`config.mk`:
```
export PLATFORM = sky130hd
export DESIGN_NAME = spb_ctrl
export DESIGN_NICKNAME = d
export VERILOG_FILES = /design/src/hw/rtl/spb_pkg.sv /design/src/hw/rtl/spb_ctrl.sv
export SDC_FILE = /design/constraint.sdc
export NUM_CORES = 1
export LEC_CHECK = 0
export ABC_AREA = 1
export BUFFER_PORTS_ARGS = -buffer_cell sky130_fd_sc_hd__clkbuf_2
export CAP_MARGIN = 20
export CORE_ASPECT_RATIO = 0.6
export CORE_MARGIN = 2
export CORE_UTILIZATION = 30
export DETAILED_ROUTE_END_ITERATION = 12
export GPL_ROUTABILITY_DRIVEN = 0
export PLACE_DENSITY = 0.48
export REMOVE_ABC_BUFFERS = 1
export SYNTH_ARGS = -nofsm -noshare
export SYNTH_HDL_FRONTEND = slang
export SYNTH_SLANG_ARGS = --single-unit
```
`constraint.sdc`:
```
create_clock -name i_clk -period 2.8 [get_ports i_clk]
set_input_delay 0.28 -clock i_clk [delete_from_list [all_inputs] [get_ports i_clk]]
set_output_delay 0.28 -clock i_clk [all_outputs]
set_load 0.01 [all_outputs]
```
`src/hw/rtl/spb_pkg.sv`:
```
// Shared constants, codes and controller/datapath handshake types for the broad phase.
package spb_pkg;

    localparam int MAX_BODIES_DEF = 32;
    localparam int COORD_BITS_DEF = 32;

    localparam logic [1:0] CMD_ADD    = 2'd0;
    localparam logic [1:0] CMD_REMOVE = 2'd1;
    localparam logic [1:0] CMD_UPDATE = 2'd2;
    localparam logic [1:0] CMD_NONE   = 2'd3;

    localparam logic [1:0] KIND_ADD  = 2'd0;
    localparam logic [1:0] KIND_DEL  = 2'd1;
    localparam logic [1:0] KIND_DONE = 2'd2;

    localparam logic [1:0] STAT_OK     = 2'd0;
    localparam logic [1:0] STAT_FULL   = 2'd1;
    localparam logic [1:0] STAT_UNUSED = 2'd2;

    typedef enum logic [1:0] {
        DEC_DONE,
        DEC_ADD,
        DEC_REMOVE,
        DEC_UPDATE
    } t_dec;

    typedef enum logic [12:0] {
        S_IDLE     = 13'b0000000000001,
        S_DECODE   = 13'b0000000000010,
        S_ADD0     = 13'b0000000000100,
        S_ADD1     = 13'b0000000001000,
        S_MV_START = 13'b0000000010000,
        S_MV_LOAD  = 13'b0000000100000,
        S_MV_CMP   = 13'b0000001000000,
        S_MV_END   = 13'b0000010000000,
        S_CLR      = 13'b0000100000000,
        S_RM_RD    = 13'b0001000000000,
        S_RM_WR    = 13'b0010000000000,
        S_EMIT     = 13'b0100000000000,
        S_DONE     = 13'b1000000000000
    } t_state;

    typedef struct packed {
        logic idle;
        logic decode;
        logic add0;
        logic add1;
        logic mv_start;
        logic mv_load;
        logic mv_cmp;
        logic mv_end;
        logic clr;
        logic rm_rd;
        logic rm_wr;
        logic emit;
        logic done_ld;
    } t_dp_cmd;

    typedef struct packed {
        logic in_valid;
        t_dec dec;
        logic walk_go;
        logic mv_last;
        logic rm_more;
        logic rm_axis1;
        logic emit_adv;
        logic emit_last;
        logic out_free;
    } t_dp_stat;

endpackage

```
`src/hw/rtl/spb_ctrl.sv`:
```
// Command sequencer: walks each request through decode, endpoint moves and emission.
module spb_ctrl import spb_pkg::*; (
    input  logic     i_clk,
    input  logic     i_rst_n,
    input  t_dp_stat i_st,
    output t_dp_cmd  o_cmd
);

    t_state r_state, n_state;

    always_ff @(posedge i_clk) begin
        if (!i_rst_n) begin
            r_state <= S_IDLE;
        end else begin
            r_state <= n_state;
        end
    end

    always_comb begin
        n_state = r_state;
        unique case (r_state)
            S_IDLE: begin
                if (i_st.in_valid) n_state = S_DECODE;
            end
            S_DECODE: begin
                unique case (i_st.dec)
                    DEC_DONE:   n_state = S_DONE;
                    DEC_ADD:    n_state = S_ADD0;
                    DEC_REMOVE: n_state = S_CLR;
                    DEC_UPDATE: n_state = S_MV_START;
                endcase
            end
            S_ADD0:     n_state = S_ADD1;
            S_ADD1:     n_state = S_MV_START;
            S_MV_START: n_state = S_MV_LOAD;
            S_MV_LOAD:  n_state = i_st.walk_go ? S_MV_CMP : S_MV_END;
            S_MV_CMP:   n_state = i_st.walk_go ? S_MV_CMP : S_MV_END;
            S_MV_END:   n_state = i_st.mv_last ? S_EMIT : S_MV_START;
            S_CLR:      n_state = S_RM_RD;
            S_RM_RD: begin
                if (i_st.rm_more)       n_state = S_RM_WR;
                else if (i_st.rm_axis1) n_state = S_EMIT;
            end
            S_RM_WR:    n_state = S_RM_RD;
            S_EMIT: begin
                if (i_st.emit_adv && i_st.emit_last) n_state = S_DONE;
            end
            S_DONE: begin
                if (i_st.out_free) n_state = S_IDLE;
            end
            default:    n_state = S_IDLE;
        endcase
    end

    always_comb begin
        o_cmd          = '0;
        o_cmd.idle     = (r_state == S_IDLE);
        o_cmd.decode   = (r_state == S_DECODE);
        o_cmd.add0     = (r_state == S_ADD0);
        o_cmd.add1     = (r_state == S_ADD1);
        o_cmd.mv_start = (r_state == S_MV_START);
        o_cmd.mv_load  = (r_state == S_MV_LOAD);
        o_cmd.mv_cmp   = (r_state == S_MV_CMP);
        o_cmd.mv_end   = (r_state == S_MV_END);
        o_cmd.clr      = (r_state == S_CLR);
        o_cmd.rm_rd    = (r_state == S_RM_RD);
        o_cmd.rm_wr    = (r_state == S_RM_WR);
        o_cmd.emit     = (r_state == S_EMIT);
        o_cmd.done_ld  = (r_state == S_DONE);
    end

endmodule

```
Yosys cells after proc, flatten, opt, wreduce, memory -nomap -nowiden --
Index checks and enable logic that the tools add are counted.
Operators by class: reduce and logical (&&, ||, !) cells 5, equal/unequal tests 20, multiplexer cells 9
Operators with widths (count):
- 13-bit case mux with 11 select lines | 1
- 13-bit 2-to-1 mux | 5
- 13-bit case mux with 4 select lines | 1
- 13-bit by 1-bit == test with 1-bit output (second input constant) | 1
- 13-bit by 10-bit == test with 1-bit output (second input constant) | 1
- 13-bit by 11-bit == test with 1-bit output (second input constant) | 1
- 13-bit by 12-bit == test with 1-bit output (second input constant) | 1
- 13-bit == test (second input constant) | 1
- 13-bit by 2-bit == test with 1-bit output (second input constant) | 1
- 13-bit by 3-bit == test with 1-bit output (second input constant) | 1
- 13-bit by 4-bit == test with 1-bit output (second input constant) | 1
- 13-bit by 5-bit == test with 1-bit output (second input constant) | 1
- 13-bit by 6-bit == test with 1-bit output (second input constant) | 1
- 13-bit by 7-bit == test with 1-bit output (second input constant) | 1
- 13-bit by 8-bit == test with 1-bit output (second input constant) | 1
- 13-bit by 9-bit == test with 1-bit output (second input constant) | 1
- 12-bit 2-to-1 mux | 1
- 8-bit 2-to-1 mux | 1
- 2-bit == test (second input constant) | 2
- 2-bit != test (second input constant) | 2
- 4-bit AND reduction | 1
- 2-bit OR reduction | 2
- 3-bit != test (second input constant) | 1
- 2-bit by 1-bit == test with 1-bit output (second input constant) | 1
- other kinds (3) | 3
Word-level totals: output and inout port bits 13, bits in registers 13, input port bits 12

Longest topological paths before layout --
depth after elaboration 3, depth in mapped cells 10, depth with buffers taken out 10

Worst setup path after synthesis --
Ideal clock, no wire load.
path type register to register, start register r_state[8], end register r_state[9], setup time 0.120 ns, required time 2.680 ns, cell stages (with the launch flop) 10, slack 1.451 ns, path buffers 0, arrival 1.229 ns, clock period less this slack 1.349 ns, cells stage by stage dfxtp_1 > nor2_2 > nand2_2 > nor2_4 > nand3_4 > clkinv_2 > nand2_4 > nand3_4 > nand2_1 > nor3b_2
RTL lines:
- from (decl) | line spb_ctrl.sv:9 | t_state r_state, n_state;
- from (signal assigned) | line spb_ctrl.sv:15 | r_state <= n_state;

==> flow_metrics.tcl <==
set metrics [dict create \
    layout.nets 194 \
    grt_pass1_vias 799 \
    vias 910 \
    worstPathCellList "nor2_2, nand2_4, nor4_1, clkbuf_2" \
    critPathMaxFanout 5 \
    crit_buf_inv 1 \
    portBuffers 24 \
    finalHoldViolations 0 \
    rows 15 \
    cts_num_sinks 13 \
    pwr-share-seq_pct 25.9 \
    drt-wirelength-per-cell_um 10.2 \
    n_antenna_cell 0 \
    top_register "r_state" \
    clkPwrFrac_pct 18.3 \
    skew_ns 0.00376 \
    holdWs_ns 0.212 \
    synth-edff-count 0 \
    p_sw_uw 432 \
    cts_tree "done" \
    clock_latency_ns 0.24 \
    drtIter0Drc 42 \
    largest_reg_flops 13 \
    grt.total_usage_pct 13.4 \
    clkTransAtPathRegs_ns 0.06 \
    p_sw_share_pct 46.4 \
    async_reset_ff_share_pct 0 \
    drc 0 \
    critPathTopFamily "simple AND/OR/NAND/NOR gates" \
    core_region_area_um2 2970 \
    synth_flop_cell "dfxtp_1" \
    arrival_ns 1.47 \
    postCtsResizedCells 0 \
    yosys-top-cells-area "dfxtp_1 (27%), inv_1 (14%), nand2_1 (11%)" \
    dpl.hpwl_mm 1.95 \
    cts_hold_buf 0 \
    syn_area_per_cell_um2 6.33 \
    yosys_warnings 0 \
    postLayoutCoreUtil_pct 40.0 \
    drv_cap 0 \
    critPathMaxStageDelay_ns 0.38 \
    period_needed_ns 1.75 \
    start_util_pct 32.7 \
    die_w_um 77.4 \
    p_leak_nw 0.745 \
    grt_antenna_before_repair 0 \
    cellPowerDensity_nw_per_um2 786 \
    top_regs "r_state: 13 flops" \
    drtPass1Iterations 4 \
    mappedNetlistArea_um2 968 \
    htree_levels 1 \
    final_cells 223 \
    grt_pass1_wl_mm 3.73 \
    synthesis.instances 153 \
    tns_ns 0 \
    peakVddDrop_mv 0.368 \
    max_slew_margin_pct 75.7 \
    rsz0062_at_grt "false" \
    combPwrFrac_pct 55.8 \
    post-place-cells 219 \
    ys_types 24 \
    wl_mm 2.27 \
    area_growth_pct 22.5 \
    slowest_stage "nor4_1" \
    fin_crit_sh_pct 62.6 \
    die_height_um 48.0 \
    cts-root-buf "clkbuf_8" \
    numCtsBuffers 3 \
    dpl_cell_area_um2 1140 \
    final_area_um2 1190 \
    yosysTopAreaCell "dfxtp_1" \
    die_area_um2 3710 \
    via_per_inst 4.08 \
    setup.worst_path.start_class "flip-flop" \
    io_pins 25 \
    final-setup-viol-count 0 \
    synth_seq_cells 13 \
    yosysSeqAreaShare_pct 26.9 \
    tightest_slew_ns 0.362 \
    overflow 0 \
    cts_setup_buffers 0 \
    crit_path_end_kind "output pin" \
    holdCritPathClass "primary input to flip-flop" \
    final_antenna_net_count 0 \
    status "complete, no violations" \
    drive_gt1_share_pct 29.3 \
    cts_buffer_depth 2 \
    slew_viol_final 0 \
    p_int_uw 500 \
    cp.required_ns 2.52 \
    crit_type "flip-flop to output pin" \
    n_fill_cell 329 \
    grt_max_degree 9 \
    max_clock_freq_mhz 571 \
    yosysTopAreaCellShare_pct 26.9 \
]
-- synthesized netlist by cell type (2+ instances only) --
cell,instances
nand3_2,2
nand3_4,2
nand2_2,3
dfxtp_1,13
nor4_1,2
nand2_1,28
inv_1,35
nor2_1,25
nand3_1,14
inv_2,2
nand2_4,3
nand4_1,2
nor2_2,8
o21ai_0,3
nor2_4,2
-- final cells by class --
class / instances / area (um2) / area share, %
inverter: 38 / 144 / 12.1
timing repair buffer: 24 / 120 / 10.1
clock buffer: 4 / 45.0 / 3.80
multi-input combinational: 102 / 564 / 47.6
tap: 42 / 52.6 / 4.43
sequential: 13 / 260 / 21.9
-- logic make-up after synthesis --
group | Yosys count | share of synthesized area, %
compound gates | 5 | 3.10
simple gates | 97 | 55.2
flops | 13 | 26.9
buf+inv | 38 | 14.9
-- path summary, 6_finish.rpt --
check / startpoint / to / slack, ns / cells past startpoint
worst max register to register: r_state[8]$_SDFFE_PN0P_ / r_state[0]$_SDFFE_PN1P_ / 1.24 / 10
worst min register to register: r_state[11]$_SDFFE_PN0P_ / r_state[11]$_SDFFE_PN0P_ / 0.60 / 4
worst max-delay path: r_state[2]$_SDFFE_PN0P_ / o_cmd[0] / 1.05 / 4
worst min-delay path: i_st[6] / r_state[7]$_SDFFE_PN0P_ / 0.21 / 2
-- through the flow --
| stage | power, mW | setup slack (ns) |
|---|---|---|
| finish | 0.932 | 1.05 |
| global route | 1.02 | 0.934 |
| floorplan | 0.655 | 1.45 |
| CTS | 0.942 | 1.04 |
| detailed placement | 0.767 | 1.26 |
| global placement | 0.772 | 1.23 |
-- metal layers --
layer | routed length, um | GRT usage, % | up-vias
li1 | - | - | 514
met1 | 1310 | 19.2 | 377
met2 | 820 | 19.1 | 19
met3 | 140 | 5.28 | 0
met4 | 0 | 2.14 | 0
met5 | 0 | 0 | -
-- power groups by stage --
stage          registers (mW)  clock network, mW  logic [mW]
5_1_grt                 0.245              0.191       0.582
3_5_place_dp            0.245                  0       0.522
6_report                0.241              0.170       0.521
2_1_floorplan           0.241                  0       0.414
3_3_place_gp            0.246                  0       0.527
4_1_cts                 0.241              0.177       0.524
-- layout by cell type (no fill, tap or decap), drive strengths merged --
| cell type | instances |
|---|---|
| nand4 | 2 |
| nor4 | 2 |
| o211ai | 1 |
| nand3 | 18 |
| and2 | 1 |
| o21ai | 3 |
| clkbuf | 28 |
| nand2 | 34 |
| or2 | 1 |
| clkinv | 1 |
| dfxtp | 13 |
| nor3b | 2 |
| nand3b | 1 |
| inv | 37 |
| o21bai | 1 |
| nor2 | 36 |
Note: power is estimated with default switching activity, not from simulation.
